===== src/rtl/frs_pkg.sv =====
// ----------------------------------------------------------------------------
// frs_pkg
// Shared types and constants for the flash request sequencer.
// ----------------------------------------------------------------------------
package frs_pkg;

  localparam int unsigned PAGE_BYTES = 4096;
  localparam int unsigned PAGE_BITS  = $clog2(PAGE_BYTES);

  localparam int unsigned ADDR_W = 32;
  localparam int unsigned LEN_W  = 25;
  localparam int unsigned OFS_W  = 24;

  localparam logic [LEN_W-1:0]  PAGE_LEN  = LEN_W'(PAGE_BYTES);
  localparam logic [ADDR_W-1:0] PAGE_STEP = ADDR_W'(PAGE_BYTES);
  localparam logic [31:0]       WORD_ONES = 32'hFFFF_FFFF;

  // queue depth and the room needed for the worst-case item
  localparam int unsigned QDEPTH = 4;
  localparam int unsigned QPTR_W = $clog2(QDEPTH);
  localparam int unsigned QCNT_W = $clog2(QDEPTH + 1);
  localparam int unsigned MAX_RESULTS = 2;

  typedef enum logic [1:0] {
    ACT_START = 2'd0,
    ACT_DATA  = 2'd1,
    ACT_STEP  = 2'd2,
    ACT_NONE  = 2'd3
  } action_t;

  typedef enum logic [1:0] {
    KIND_PROGRAM = 2'd0,
    KIND_ERASE   = 2'd1,
    KIND_DONE    = 2'd2
  } kind_t;

  typedef enum logic [1:0] {
    MODE_IDLE  = 2'd0,
    MODE_WRITE = 2'd1,
    MODE_ERASE = 2'd2
  } mode_t;

  typedef enum logic {
    OP_ERASE = 1'b0,
    OP_WRITE = 1'b1
  } op_t;

  typedef enum logic {
    CFG_REGION_BASE = 1'b0,
    CFG_REGION_SIZE = 1'b1
  } cfg_index_t;

  // error_flags bit positions
  localparam int unsigned ERR_RANGE     = 0;
  localparam int unsigned ERR_UNALIGNED = 1;
  localparam int unsigned ERR_FAULT     = 2;

  typedef struct packed {
    kind_t       kind;
    logic [31:0] command_address;
    logic [31:0] program_word;
    logic        error_range;
    logic        error_unaligned;
    logic        error_fault;
    logic        last;
  } result_t;

  function automatic result_t done_result(input logic [2:0] flags);
    result_t r;
    r.kind            = KIND_DONE;
    r.command_address = '0;
    r.program_word    = '0;
    r.error_range     = flags[ERR_RANGE];
    r.error_unaligned = flags[ERR_UNALIGNED];
    r.error_fault     = flags[ERR_FAULT];
    r.last            = 1'b1;
    return r;
  endfunction

  function automatic result_t cmd_result(input kind_t k, input logic [31:0] addr,
                                         input logic [31:0] word, input logic last);
    result_t r;
    r.kind            = k;
    r.command_address = addr;
    r.program_word    = word;
    r.error_range     = 1'b0;
    r.error_unaligned = 1'b0;
    r.error_fault     = 1'b0;
    r.last            = last;
    return r;
  endfunction

endpackage


===== src/rtl/flash_request_sequencer.sv =====
// ----------------------------------------------------------------------------
// flash_request_sequencer
// Checks flash erase/write requests against the region, issues page erase
// and program word commands, and closes each request with a done item.
// ----------------------------------------------------------------------------
//   channel  handshake            payload
//   in       in_valid/in_ready    action, request_offset, request_length,
//                                 op_kind, data_byte, erase_fault
//   out      out_valid/out_ready  kind, command_address, program_word,
//                                 error_range, error_unaligned, error_fault,
//                                 last
//   cfg      cfg_write            cfg_index, cfg_data
//
// One item per cycle while in_ready is high: each item is decoded against the
// state registers in the cycle it is accepted, and its zero, one or two
// results enter a four-entry result queue; the first can show next cycle.
// in_ready drops while the queue holds more than two results, so a stalled
// output stops input after two to three result-bearing items. Sync reset
// clears state and empties the queue; region registers reset to zero.
// ----------------------------------------------------------------------------
module flash_request_sequencer
  import frs_pkg::*;
(
  input  logic        clk,
  input  logic        rst,

  input  logic        cfg_write,
  input  logic        cfg_index,
  input  logic [31:0] cfg_data,

  input  logic        in_valid,
  output logic        in_ready,
  input  logic [1:0]  action,
  input  logic [23:0] request_offset,
  input  logic [24:0] request_length,
  input  logic        op_kind,
  input  logic [7:0]  data_byte,
  input  logic        erase_fault,

  output logic        out_valid,
  input  logic        out_ready,
  output logic [1:0]  kind,
  output logic [31:0] command_address,
  output logic [31:0] program_word,
  output logic        error_range,
  output logic        error_unaligned,
  output logic        error_fault,
  output logic        last
);

  logic [ADDR_W-1:0] region_base;
  logic [LEN_W-1:0]  region_size;

  mode_t             mode, mode_next;
  logic [ADDR_W-1:0] next_address, next_address_next;
  logic [LEN_W-1:0]  bytes_left, bytes_left_next;
  logic [31:0]       word_buffer, word_buffer_next;
  logic [1:0]        lane_pointer, lane_pointer_next;
  logic [2:0]        error_flags, error_flags_next;

  logic              fire;
  action_t           act;
  logic [ADDR_W-1:0] start_addr;
  logic [LEN_W:0]    req_end;
  logic              range_bad;
  logic              align_bad;
  logic              start_ok;
  logic [2:0]        step_flags;
  logic [31:0]       merged;
  logic [1:0]        lane_inc;
  logic [LEN_W-1:0]  bytes_dec;
  logic              word_out;
  logic [LEN_W-1:0]  erase_left;
  logic [LEN_W-1:0]  erase_rem;

  logic [1:0]        push_count;
  result_t           push0, push1;
  logic              q_room;
  result_t           head;

  assign act      = action_t'(action);
  assign fire     = in_valid && in_ready;
  assign in_ready = q_room;

  // ---- start checks
  assign start_addr = region_base + ADDR_W'(request_offset);
  assign req_end    = (LEN_W+1)'(request_offset) + (LEN_W+1)'(request_length);
  assign range_bad  = req_end > (LEN_W+1)'(region_size);
  assign align_bad  = (start_addr[PAGE_BITS-1:0] != '0) ||
                      (request_length[PAGE_BITS-1:0] != '0);
  assign start_ok   = (mode == MODE_IDLE);

  // ---- write packing
  always_comb begin
    merged = word_buffer;
    merged[{lane_pointer, 3'b000} +: 8] = data_byte;
  end
  assign lane_inc  = lane_pointer + 2'd1;
  assign bytes_dec = (bytes_left != '0) ? bytes_left - LEN_W'(1) : bytes_left;
  assign word_out  = (lane_inc == 2'd0) || (bytes_dec == '0);

  // ---- erase stepping: on start the length is the count, else the register
  assign erase_left = (act == ACT_START) ? request_length : bytes_left;
  assign erase_rem  = (erase_left < PAGE_LEN) ? '0 : erase_left - PAGE_LEN;
  assign step_flags = error_flags | {erase_fault, 2'b00};

  // ---- next mode
  always_comb begin
    mode_next = mode;
    if (fire) begin
      case (act)
        ACT_START: begin
          if (start_ok) begin
            if (range_bad) begin
              mode_next = MODE_IDLE;
            end else if (op_t'(op_kind) == OP_ERASE) begin
              mode_next = (align_bad || request_length == '0) ? MODE_IDLE : MODE_ERASE;
            end else begin
              mode_next = (request_length == '0) ? MODE_IDLE : MODE_WRITE;
            end
          end
        end
        ACT_DATA: begin
          if (mode == MODE_WRITE && word_out && bytes_dec == '0) begin
            mode_next = MODE_IDLE;
          end
        end
        ACT_STEP: begin
          if (mode == MODE_ERASE && bytes_left == '0) begin
            mode_next = MODE_IDLE;
          end
        end
        default: mode_next = mode;
      endcase
    end
  end

  // ---- datapath and results
  always_comb begin
    next_address_next = next_address;
    bytes_left_next   = bytes_left;
    word_buffer_next  = word_buffer;
    lane_pointer_next = lane_pointer;
    error_flags_next  = error_flags;
    push_count        = 2'd0;
    push0             = done_result(error_flags);
    push1             = done_result(error_flags);
    if (fire) begin
      case (act)
        ACT_START: begin
          if (start_ok) begin
            next_address_next = start_addr;
            bytes_left_next   = request_length;
            word_buffer_next  = WORD_ONES;
            lane_pointer_next = start_addr[1:0];
            error_flags_next  = '0;
            if (range_bad) begin
              error_flags_next[ERR_RANGE] = 1'b1;
              push_count = 2'd1;
              push0      = done_result(3'b001 << ERR_RANGE);
            end else if (op_t'(op_kind) == OP_ERASE) begin
              if (align_bad) begin
                error_flags_next[ERR_UNALIGNED] = 1'b1;
                push_count = 2'd1;
                push0      = done_result(3'b001 << ERR_UNALIGNED);
              end else if (request_length == '0) begin
                push_count = 2'd1;
                push0      = done_result(3'b000);
              end else begin
                next_address_next = start_addr + PAGE_STEP;
                bytes_left_next   = erase_rem;
                push_count = 2'd1;
                push0      = cmd_result(KIND_ERASE, start_addr, 32'd0, 1'b1);
              end
            end else if (request_length == '0) begin
              push_count = 2'd1;
              push0      = done_result(3'b000);
            end
          end
        end
        ACT_DATA: begin
          if (mode == MODE_WRITE) begin
            bytes_left_next   = bytes_dec;
            word_buffer_next  = merged;
            lane_pointer_next = lane_inc;
            if (word_out) begin
              next_address_next = (next_address | ADDR_W'(3)) + ADDR_W'(1);
              word_buffer_next  = WORD_ONES;
              lane_pointer_next = 2'd0;
              if (bytes_dec == '0) begin
                push_count = 2'd2;
                push0      = cmd_result(KIND_PROGRAM, next_address, merged, 1'b0);
                push1      = done_result(error_flags);
              end else begin
                push_count = 2'd1;
                push0      = cmd_result(KIND_PROGRAM, next_address, merged, 1'b1);
              end
            end
          end
        end
        ACT_STEP: begin
          if (mode == MODE_ERASE) begin
            error_flags_next = step_flags;
            push_count       = 2'd1;
            if (bytes_left == '0) begin
              push0 = done_result(step_flags);
            end else begin
              next_address_next = next_address + PAGE_STEP;
              bytes_left_next   = erase_rem;
              push0 = cmd_result(KIND_ERASE, next_address, 32'd0, 1'b1);
            end
          end
        end
        default: push_count = 2'd0;
      endcase
    end
  end

  always_ff @(posedge clk) begin
    if (rst) begin
      region_base  <= '0;
      region_size  <= '0;
      mode         <= MODE_IDLE;
      next_address <= '0;
      bytes_left   <= '0;
      word_buffer  <= WORD_ONES;
      lane_pointer <= '0;
      error_flags  <= '0;
    end else begin
      if (cfg_write) begin
        case (cfg_index_t'(cfg_index))
          CFG_REGION_BASE: region_base <= cfg_data;
          CFG_REGION_SIZE: region_size <= cfg_data[LEN_W-1:0];
          default:         region_base <= region_base;
        endcase
      end
      mode         <= mode_next;
      next_address <= next_address_next;
      bytes_left   <= bytes_left_next;
      word_buffer  <= word_buffer_next;
      lane_pointer <= lane_pointer_next;
      error_flags  <= error_flags_next;
    end
  end

  frs_out_queue u_queue (
    .clk        (clk),
    .rst        (rst),
    .push_count (push_count),
    .push0      (push0),
    .push1      (push1),
    .has_room   (q_room),
    .pop        (out_ready),
    .head_valid (out_valid),
    .head       (head)
  );

  assign kind            = head.kind;
  assign command_address = head.command_address;
  assign program_word    = head.program_word;
  assign error_range     = head.error_range;
  assign error_unaligned = head.error_unaligned;
  assign error_fault     = head.error_fault;
  assign last            = head.last;

endmodule


===== src/rtl/frs_out_queue.sv =====
// ----------------------------------------------------------------------------
// frs_out_queue
// Small result queue: takes up to two results per cycle, hands out one.
// ----------------------------------------------------------------------------
module frs_out_queue
  import frs_pkg::*;
(
  input  logic        clk,
  input  logic        rst,
  input  logic [1:0]  push_count,
  input  result_t     push0,
  input  result_t     push1,
  output logic        has_room,
  input  logic        pop,
  output logic        head_valid,
  output result_t     head
);

  result_t             entries [QDEPTH];
  logic [QPTR_W-1:0]   wr_ptr;
  logic [QPTR_W-1:0]   rd_ptr;
  logic [QCNT_W-1:0]   count;
  logic                do_pop;

  assign head_valid = (count != '0);
  assign head       = entries[rd_ptr];
  assign do_pop     = pop && head_valid;
  // room for the worst case of one item
  assign has_room   = (count <= QCNT_W'(QDEPTH - MAX_RESULTS));

  always_ff @(posedge clk) begin
    if (push_count != 2'd0) begin
      entries[wr_ptr] <= push0;
    end
    if (push_count == 2'd2) begin
      entries[wr_ptr + QPTR_W'(1)] <= push1;
    end
  end

  always_ff @(posedge clk) begin
    if (rst) begin
      wr_ptr <= '0;
      rd_ptr <= '0;
      count  <= '0;
    end else begin
      wr_ptr <= wr_ptr + QPTR_W'(push_count);
      if (do_pop) begin
        rd_ptr <= rd_ptr + QPTR_W'(1);
      end
      count <= count + QCNT_W'(push_count) - QCNT_W'(do_pop);
    end
  end

endmodule


===== config.mk =====
export PLATFORM = sky130hd
export DESIGN_NAME = flash_request_sequencer
export DESIGN_NICKNAME = d
export VERILOG_FILES = /design/src/rtl/frs_pkg.sv /design/src/rtl/flash_request_sequencer.sv /design/src/rtl/frs_out_queue.sv
export SDC_FILE = /design/constraint.sdc
export NUM_CORES = 1
export LEC_CHECK = 0
export BUFFER_PORTS_ARGS = -buffer_cell sky130_fd_sc_hd__buf_4
export CAP_MARGIN = 20
export CORE_MARGIN = 5
export CORE_UTILIZATION = 54
export DETAILED_ROUTE_END_ITERATION = 8
export GPL_TIMING_DRIVEN = 0
export PLACE_DENSITY_LB_ADDON = 0.05
export REMOVE_ABC_BUFFERS = 1
export SETUP_SLACK_MARGIN = 0.05
export SLEW_MARGIN = 20
export SYNTH_ARGS = -nofsm -noshare
export SYNTH_HDL_FRONTEND = slang
export SYNTH_SLANG_ARGS = --single-unit

===== constraint.sdc =====
create_clock -name clk -period 7.9 [get_ports clk]
set_clock_uncertainty 0.1 [all_clocks]
set_input_delay 0.79 -clock clk [delete_from_list [all_inputs] [get_ports clk]]
set_output_delay 0.79 -clock clk [all_outputs]
set_load 0.02 [all_outputs]

* Word level (Yosys, flattened, before mapping)
Memory sizes are Yosys's and may differ from the RTL's. A register that Yosys moved wholly into a read port is not among the register bits.
Cells that the tools add are included.
** Word-level totals
- Flip-flop bits (word level) :: 160
- RAM bits :: 280
- Input bits :: 99
- Output and inout bits :: 72
- Word-level logic and storage cells :: 149
- Memories :: 1
** Cells by class
- Add/subtract/negate cells :: 14
- Magnitude comparators :: 3
- Equal/unequal tests :: 12
- Shifts and indexed selects :: 2
- Muxes and demuxes :: 75
- Bitwise gates (word level) :: 2
- Reductions and logical operators :: 29
** Memory list
- u_queue.entries :: words 4, width 70, read ports 1, clocked after Yosys merged registers in 1, wr ports 2, RTL line frs_out_queue.sv:19 : result_t entries [QDEPTH];
** Operators with widths (number)
- 70-bit two-way mux :: 10
- 32-bit two-way mux :: 12
- 25-bit two-way mux :: 11
- 70-bit one-hot mux with 3 select lines :: 1
- 32-bit one-hot mux with 3 select lines :: 1
- 25-bit zero test :: 3
- 25-bit one-hot mux with 3 select lines :: 1
- 32-bit by 13-bit adder with 32-bit output (second input constant) :: 2
- 32-bit one-hot mux with 2 select lines :: 1
- 32-bit by 1-bit adder with 32-bit output (second input constant) :: 1
- 32-bit by 24-bit adder with 32-bit output :: 1
- 32-bit bitwise mux :: 1
- 8-bit by 7-bit variable shift with 32-bit output (first input constant) :: 1
- 8-bit by 7-bit variable part select with 32-bit output :: 1
- 2-bit two-way mux :: 15
- 24-bit by 25-bit adder with 26-bit output :: 1
- 26-bit by 25-bit > comparator with 1-bit output :: 1
- 25-bit by 13-bit < comparator with 1-bit output (second input constant) :: 1
- 25-bit nonzero test :: 1
- 25-bit by 1-bit subtractor with 25-bit output (second input constant) :: 1
- 25-bit by 13-bit subtractor with 25-bit output (second input constant) :: 1
- 12-bit nonzero test :: 2
- 1-bit two-way mux :: 15
- 2-bit inequality test (second input constant) :: 7
- 25 further kinds :: 45

* Longest topological paths before layout
Gate-level depths: netlist of run 1.
- Word-level depth :: 11
- Gate-level depth with buffers :: 25
- Mapped depth without buffers :: 25

* Hierarchy
From an unflattened synthesis of run 1, not the netlist that was laid out.
** Second synthesis, totals
- Cell total of the unflattened synthesis :: 2750
- Area, all modules :: 28085.7 um^2
** Modules (own cells, without submodules)
- flash_request_sequencer :: instances 1, cells each 2023, area an instance 14119.8 um^2, seq. area each 3062.9 um^2
- frs_out_queue :: instances 1, cells each 727, area an instance 13965.9 um^2, seq. area each 8588.2 um^2

* Worst setup path before layout of run 1
Ideal clock, no wire load.
- Kind :: input-to-reg
- From :: input request_offset[0]
- To :: memory u_queue.entries[0][1] (netlist name) (enable)
- Setup time :: 0.272 ns
- Arrival :: 5.765 ns
- Data required time :: 7.528 ns
- Slack :: 1.763 ns
- Stages on the path :: 23
- Buffers on the path :: 2
- Cells stage by stage :: ha_1 fa_1 a21o_1 a22oi_1 a21oi_1 a31o_2 a221o_1 and2_1 o21ai_0 nand2b_1 a21oi_1 xnor2_1 ha_1 and4_1 a221o_1 a21oi_1 o211ai_1 a211o_1 a21oi_1 a211o_1 clkbuf_1 clkbuf_1 nand2_1
** RTL lines
- start: declaration :: RTL line flash_request_sequencer.sv:34 : input logic [23:0] request_offset,
- end: declaration :: RTL line frs_out_queue.sv:19

==> impl_metrics.ini, run 1 <==
[run_status]
outcome = finished clean

[power_and_ir_drop]
total_leakage_power_nw = 11.63
power.density_cell_area_nw_per_um2 = 214.1
cell_internal_pwr_mw = 4.291
comb_power_share_pct = 22.6
swShare_pct = 30.90
clkPwrFrac_pct = 38.5
power.switching_mw = 1.919
power.ir.vdd_worst_uv = 177.3
power_frac_seq_pct = 38.9

[place]
place.port_buffers = 170
detailed_place_hpwl_um = 55880
routabilityCongestion = 0.9351
pre_cts_ws_ns = 0.1278

[cts]
clkLatencyLatePin_ns = 0.60
number_of_buffers_added_by_the_clock_tree_synthesis_step = 49
post_cts.resized_instances = 0
cts.path.max_buffers = 3
root_buffer = clkbuf_16
postCtsSetupRepairBufs = 0
cts_hold_buffers = 0
clock_tree.htree_level_count = 2
numClockSinks = 442
clkTransAtPathRegs_ns = 0.06
cts_tree = built

[sta]
holdWs_ns = 0.3378
hold_viol = 0
setup_ws_ns = 0.5439
timing.final.crit_period_ns = 7.356
max_freq_mhz = 135.9
setup_viol = 0
grt_setup_unrepaired = false
post-route-period-util_pct = 93.11
relSlewSlack_pct = 23.61
drv_slew = 0
timing_worst_slew_pin_value_ns = 1.137

[flow_run]
maxCapViolCount = 0

[setup_path]
timing.critical_path.slowest_stage_cell = nand3_1
end_kind = flop
worstReg2RegEnd = u_queue.entries[3][41]$_SDFFE_PP0P_
timing.reg2reg.setup_slack_ns = 2.22
crit_required_ns = 8.33
worst_path_largest_cell_delay_ns = 0.83
worst_path_most_repeated_cell = a21oi_1
cp_data_arrival_time_ns = 7.79
worst_r2r_path_depth = 16
startpoint = request_offset[0]
timing.setup.critical_path_class = primary input to flop
critPathLaunchType = primary input
critical_path.cell_chain = buf_4 > ha_1 > fa_1 > a21o_1 > a22oi_1 > a21oi_1 > a31o_2 > a221o_1 > and2_1 > o21ai_0 > nand2b_1 > a21oi_1 > xnor2_1 > ha_1 > and4_1 > a221o_1 > a21oi_1 > o211ai_1 > a211oi_1 > nand3_1 > o21ai_0 > or3b_1 > a21oi_1
worst_setup_path_endpoint = u_queue.entries[3][68]$_SDFFE_PP0P_
rr_startpoint = bytes_left[0]$_SDFFE_PP0P_
worstPathMaxFanout = 19

[layout]
design.final.nets = 3346
fillers = 4070
post_route_cells_drive_above_1_share_pct = 13.75
fin_util_pct = 62.45
antenna_fix_cells = 0
syn_to_final_growth_pct = 14.55

[yosys]
synth-seq-area-share_pct = 35.41
yosys-top-cells-area = dfxtp_1 (34%), nand2_1 (7.9%), mux4_2 (6.2%), a21oi_1 (5.3%), nand3_1 (4.9%)
synth_top_area_share_pct = 33.99
ys_seq_elements = 442
ys.warnings.count = 0
syn_inst = 3118
syn_area_um2 = 25330
ys_types = 94
yosys.area.top_type = dfxtp_1
yosys_most_used_dff = dfxtp_1
count_of_flip_flops_with_a_built_in_enable_after_synthesis = 12
yosys.cell_count.top_type = nand2_1
netlist_top_cells_count = nand2_1 (531), dfxtp_1 (430), a21oi_1 (266), nand3_1 (250), o21ai_0 (208)
mean_instance_size_in_the_synthesized_netlist_um2 = 8.122
synth_async_sr_flop_share_pct = 0

[drt]
drtAntennaViolNets = 0
routed_wl_um = 79420
vias = 24160
initialDrtViolationCount = 2356
route.detailed.vias_per_inst = 6.372
drtPass1Iterations = 6
drc_errors = 0
routed_wire_length_per_instance_um = 20.94

[global_route]
grt_antenna_before_repair = 1
pin_count_of_the_biggest_net_entering_global_routing = 99
grt_first_pass_wirelength_um = 124600
grt-ovfl-total = 0
total_global_routing_track_utilization_pct = 29.83
grt_pass1_vias = 23060

[hold_path]
worstHoldPathType = primary input to flop

[die]
core-area_um2 = 46460
die_area_um2 = 51330
row_count = 79
die_height_um = 226.6
ios = 171
horiz_die_dim_um = 226.6
initial_utilization_pct = 54.51
per-layer routing:
metal	share of wire [%]	track usage [%]	vias up	wire [um]
li1	-	-	11370	-
met1	42	40.02	11590	33380
met2	47	48.88	1021	37120
met3	7.5	4.492	182	5964
met4	3.7	11.55	2	2951
met5	0.0088	0	-	7
worst max-delay path: cells and delay by family:
| family | cells | cell delay, ns |
|---|---|---|
| AO/OA/AOI/OAI | 13 | 4.06 |
| adder cells (fa/ha/maj) | 3 | 0.92 |
| XOR/XNOR | 1 | 0.14 |
| AND/OR/NAND/NOR | 5 | 1.72 |
| buffers and inverters | 1 | 0.13 |
worst min path at each step:
| stage | slack, ns | cells after the start | startpoint | end |
|---|---|---|---|---|
| global placement | 0.34 | 2 | u_queue.entries[1][10]$_SDFFE_PP0N_ | u_queue.entries[1][10]$_SDFFE_PP0N_ |
| floorplan | 0.33 | 2 | next_address[0]$_SDFFE_PP0P_ | next_address[0]$_SDFFE_PP0P_ |
| global route | 0.33 | 3 | cfg_data[23] | region_size[23]$_SDFFE_PP0P_ |
| finish | 0.34 | 3 | cfg_data[29] | region_base[29]$_SDFFE_PP0P_ |
| detailed placement | 0.34 | 2 | u_queue.entries[2][24]$_SDFFE_PP0N_ | u_queue.entries[2][24]$_SDFFE_PP0N_ |
| CTS | 0.31 | 3 | cfg_data[25] | region_base[25]$_SDFFE_PP0P_ |
power by group through the flow:
stage | clock [mW] | combinational, mW | sequential, mW
after floorplan | 0 | 0.909 | 2.48
after global routing | 2.51 | 1.54 | 2.43
after global placement | 0 | 1.25 | 2.54
final | 2.39 | 1.40 | 2.42
after detailed placement | 0 | 1.38 | 2.47
after CTS | 2.42 | 1.39 | 2.42
logic make-up (layout without fill, tap and decap cells):
group | count (synthesis) | after routing | synth area share [%]
AO/OA/AOI/OAI | 799 | 799 | 19.83
XOR/XNOR | 79 | 79 | 2.732
buffers and inverters | 295 | 362 | 4.585
AND/OR/NAND/NOR | 1273 | 1273 | 23.80
adder cells (fa/ha/maj) | 98 | 98 | 4.931
multiplexers | 132 | 132 | 8.715
flip-flops | 442 | 442 | 35.41
stage by stage:
stage               setup TNS (ns)  total power, mW  instance area, um2  std cells
floorplan                  -0.8874            3.388               24420       2890
global placement           -458.40            3.789               26450       3667
detailed placement               0            3.847               27320       3705
CTS                              0            6.225               29000       3792
global route                     0            6.479               29010       3792
finish                           0            6.211               29010       3792
final cells by class:
| type | instances | area [um2] | share of cell area [%] |
|---|---|---|---|
| multi-input cells | 2381 | 15340 | 52.88 |
| flip-flops and latches | 442 | 8976 | 30.94 |
| repair buffers | 208 | 2003 | 6.905 |
| clock buffers | 66 | 1411 | 4.865 |
| well taps | 607 | 759.5 | 2.618 |
| clock inverters | 21 | 269.0 | 0.9273 |
| inverters | 67 | 251.5 | 0.8669 |
placed cells by master (no fill, tap or decap), types with 18 or more instances in the layout:
cell | Yosys | routed
nand2_1 | 531 | 531
dfxtp_1 | 430 | 428
a21oi_1 | 266 | 262
nand3_1 | 250 | 250
o21ai_0 | 208 | 206
buf_4 | 3 | 173
nor2_1 | 150 | 147
ha_1 | 95 | 93
mux4_2 | 70 | 70
inv_1 | 65 | 65
nor3_1 | 60 | 60
mux2i_1 | 54 | 54
clkbuf_16 | 0 | 50
xnor2_1 | 47 | 47
nand2b_1 | 45 | 44
a211o_1 | 42 | 41
xor2_1 | 32 | 32
nor4_1 | 31 | 29
a22oi_1 | 28 | 28
a21o_1 | 29 | 27
a31oi_1 | 24 | 24
and3_1 | 24 | 24
nand4_1 | 23 | 23
or2_2 | 24 | 23
a211oi_1 | 20 | 20
or4_1 | 18 | 18
registers in the layout (all words and copies together), names as in the netlist, named ones only:
register	count
word_buffer	32
u_queue.entries	280
u_queue.rd_ptr	2
bytes_left	25
next_address	32
error_flags	3
u_queue.wr_ptr	2
u_queue.count	3
region_base	32
mode	2
region_size	25
lane_pointer	2
Note: power is estimated with default switching activity, not from simulation.
==> run 2, diff against run 1 <==
--- a/config.mk
+++ b/config.mk
@@ -8,6 +8,8 @@
 export BUFFER_PORTS_ARGS = -buffer_cell sky130_fd_sc_hd__buf_4
 export CAP_MARGIN = 20
+export CELL_PAD_IN_SITES_DETAIL_PLACEMENT = 0
+export CELL_PAD_IN_SITES_GLOBAL_PLACEMENT = 1
 export CORE_MARGIN = 5
-export CORE_UTILIZATION = 54
+export CORE_UTILIZATION = 46
 export DETAILED_ROUTE_END_ITERATION = 8
 export GPL_TIMING_DRIVEN = 0
==> constraint.sdc (replaced) <==
create_clock -name clk -period 7.9 [get_ports clk]
set_clock_uncertainty 0.1 [all_clocks]
set_input_delay 1.58 -clock clk [delete_from_list [all_inputs] [get_ports clk]]
set_output_delay 1.58 -clock clk [all_outputs]
set_load 0.02 [all_outputs]
==> impl_metrics.ini, run 2 (synthesis results as in run 1) <==
[run_status]
outcome = finished clean

[drt]
vias = 23890
routed_wl_um = 83680
route.detailed.vias_per_inst = 6.115
drtPass1Iterations = 5
drtAntennaViolNets = 0
drc_errors = 0
initialDrtViolationCount = 1572
routed_wire_length_per_instance_um = 21.42

[place]
place.port_buffers = 170
placed_cells = 3807
routabilityCongestion = 0.8988
pre_cts_ws_ns = -0.7791
detailed_place_hpwl_um = 59360

[cts]
clock_tree.htree_level_count = 2
cts_hold_buffers = 0
root_buffer = clkbuf_16
cts_tree = built
clkTransAtPathRegs_ns = 0.06
numClockSinks = 442
number_of_buffers_added_by_the_clock_tree_synthesis_step = 52
clkLatencyLatePin_ns = 0.63
cts.path.max_buffers = 3

[layout]
fin_util_pct = 53.95
top_register = u_queue.entries
syn_to_final_growth_pct = 16.68
layout.cells.most_common_list = nand2_1 (531), dfxtp_1 (428), a21oi_1 (260), nand3_1 (249), o21ai_0 (205)
design.final.nets = 3359
final_common_cell = nand2_1
layoutNonFillerInstCount = 3907
antenna_fix_cells = 0
post_route_cells_drive_above_1_share_pct = 14.39
number_of_flip_flops_under_the_largest_register_name = 280

[power_and_ir_drop]
clkPwrFrac_pct = 41.3
cell_internal_pwr_mw = 4.567
power.density_cell_area_nw_per_um2 = 221.4
comb_power_share_pct = 21.7
power.ir.vdd_worst_uv = 186.8
power_frac_seq_pct = 37.0
swShare_pct = 30.19
power.switching_mw = 1.975
total_leakage_power_nw = 11.82

[global_route]
total_global_routing_track_utilization_pct = 26.57
grt_pass1_vias = 22500
grt_antenna_before_repair = 0
pin_count_of_the_biggest_net_entering_global_routing = 100
grt-ovfl-total = 0
grt_first_pass_wirelength_um = 128500

[setup_path]
worst_path_largest_cell_delay_ns = 0.62
worst_path_most_repeated_cell = a21oi_1
cp_num_buf_inv = 2
critPathLaunchType = primary input
worstPathMaxFanout = 16
timing.setup.critical_path_class = primary input to flop
critical_path.cell_chain = buf_4 > ha_1 > fa_1 > a21o_1 > a22oi_1 > a21oi_1 > a31o_2 > a221o_1 > and2_1 > o21ai_0 > nand2b_1 > a21oi_1 > xnor2_1 > ha_1 > and4_1 > a221o_1 > a21oi_1 > o211ai_1 > buf_4 > a211oi_1 > and4_2 > a22oi_1 > or2_2 > a21oi_1
end_kind = flop
crit_required_ns = 8.34
timing.critical_path.slowest_stage_cell = a211oi_1
cp_data_arrival_time_ns = 7.90
cpLargestDelayFamily = compound AO/OA/AOI/OAI gates

[die]
row_count = 86
core-area_um2 = 54770
initial_utilization_pct = 46.24
ios = 171
die_area_um2 = 59850
horiz_die_dim_um = 244.6
die_height_um = 244.6

[sta]
hold_viol = 0
timing.final.crit_period_ns = 7.455
setup_ws_ns = 0.4448
max_freq_mhz = 134.1
relSlewSlack_pct = 26.86
grt_setup_unrepaired = false
totalNegativeSetupSlack_ns = 0
holdWs_ns = 0.3523
post-route-period-util_pct = 94.37
timing_worst_slew_pin_value_ns = 1.095
drv_slew = 0
setup_viol = 0

[hold_path]
worstHoldPathType = flop to flop

[flow_run]
maxCapViolCount = 0
run 2: cell count changes in the layout (fill, tap and decap cells not counted), moves of 2 or more:
cell | before | now
a21oi_1 | 262 | 260
buf_4 | 173 | 177
buf_8 | 3 | 7
bufinv_16 | 5 | 11
clkbuf_1 | 6 | 8
clkbuf_16 | 50 | 53
run 2: area by class of cell:
type / count / area [um2]
Clock buffer: 71 / 1494
Sequential cell: 442 / 8976
Timing Repair Buffer: 217 / 2107
Multi-Input combinational cell: 2382 / 15390
Fill cell: 5193 / 25220
Inverter: 67 / 251.5
Clock inverter: 24 / 445.4
Tap cell: 704 / 880.8
run 2: per-stage QoR:
step	power [mW]	instance area [um2]
2_1_floorplan	3.388	24420
3_3_place_gp	3.820	26570
3_5_place_dp	3.864	27510
4_1_cts	6.577	29460
5_1_grt	6.837	29550
6_report	6.542	29550
run 2: worst paths after layout:
| path | startpoint | endpoint | slack [ns] | depth (start not counted) |
|---|---|---|---|---|
| max reg2reg | bytes_left[0]$_SDFFE_PP0P_ | u_queue.entries[3][63]$_SDFFE_PP0P_ | 2.35 | 15 |
| max | request_offset[0] | u_queue.entries[3][64]$_SDFFE_PP0P_ | 0.44 | 24 |
| min reg2reg | u_queue.entries[1][24]$_SDFFE_PP0N_ | u_queue.entries[1][24]$_SDFFE_PP0N_ | 0.35 | 2 |
| min | u_queue.entries[1][24]$_SDFFE_PP0N_ | u_queue.entries[1][24]$_SDFFE_PP0N_ | 0.35 | 2 |
run 2: metal layers:
metal  up-vias  track usage [%]  wire (um)
li1      11420                -          -
met1     11530            35.85      36020
met2       810            44.37      39640
met3       139            3.822       5377
met4         0            8.317       2646
met5         -                0          0
run 2: repair_timing:
item                       4_1_cts  5_1_grt
pin swaps                        0        2
gates cloned                     0        1
setup endpoints to repair      116      180
buffers inserted                 0        4
resized for setup                2        6
run 2: power groups by stage:
stage,clock network (mW),logic (mW),registers (mW)
floorplan,0,0.909,2.48
global placement,0,1.27,2.55
detailed placement,0,1.40,2.47
CTS,2.75,1.41,2.42
global route,2.85,1.55,2.43
finish,2.70,1.42,2.42
run 2: tightest hold or removal path, stage by stage, from the launching register on:
cell     delay [ns]
dfxtp_1        0.31
nand3_1        0.06
nand2_1        0.04
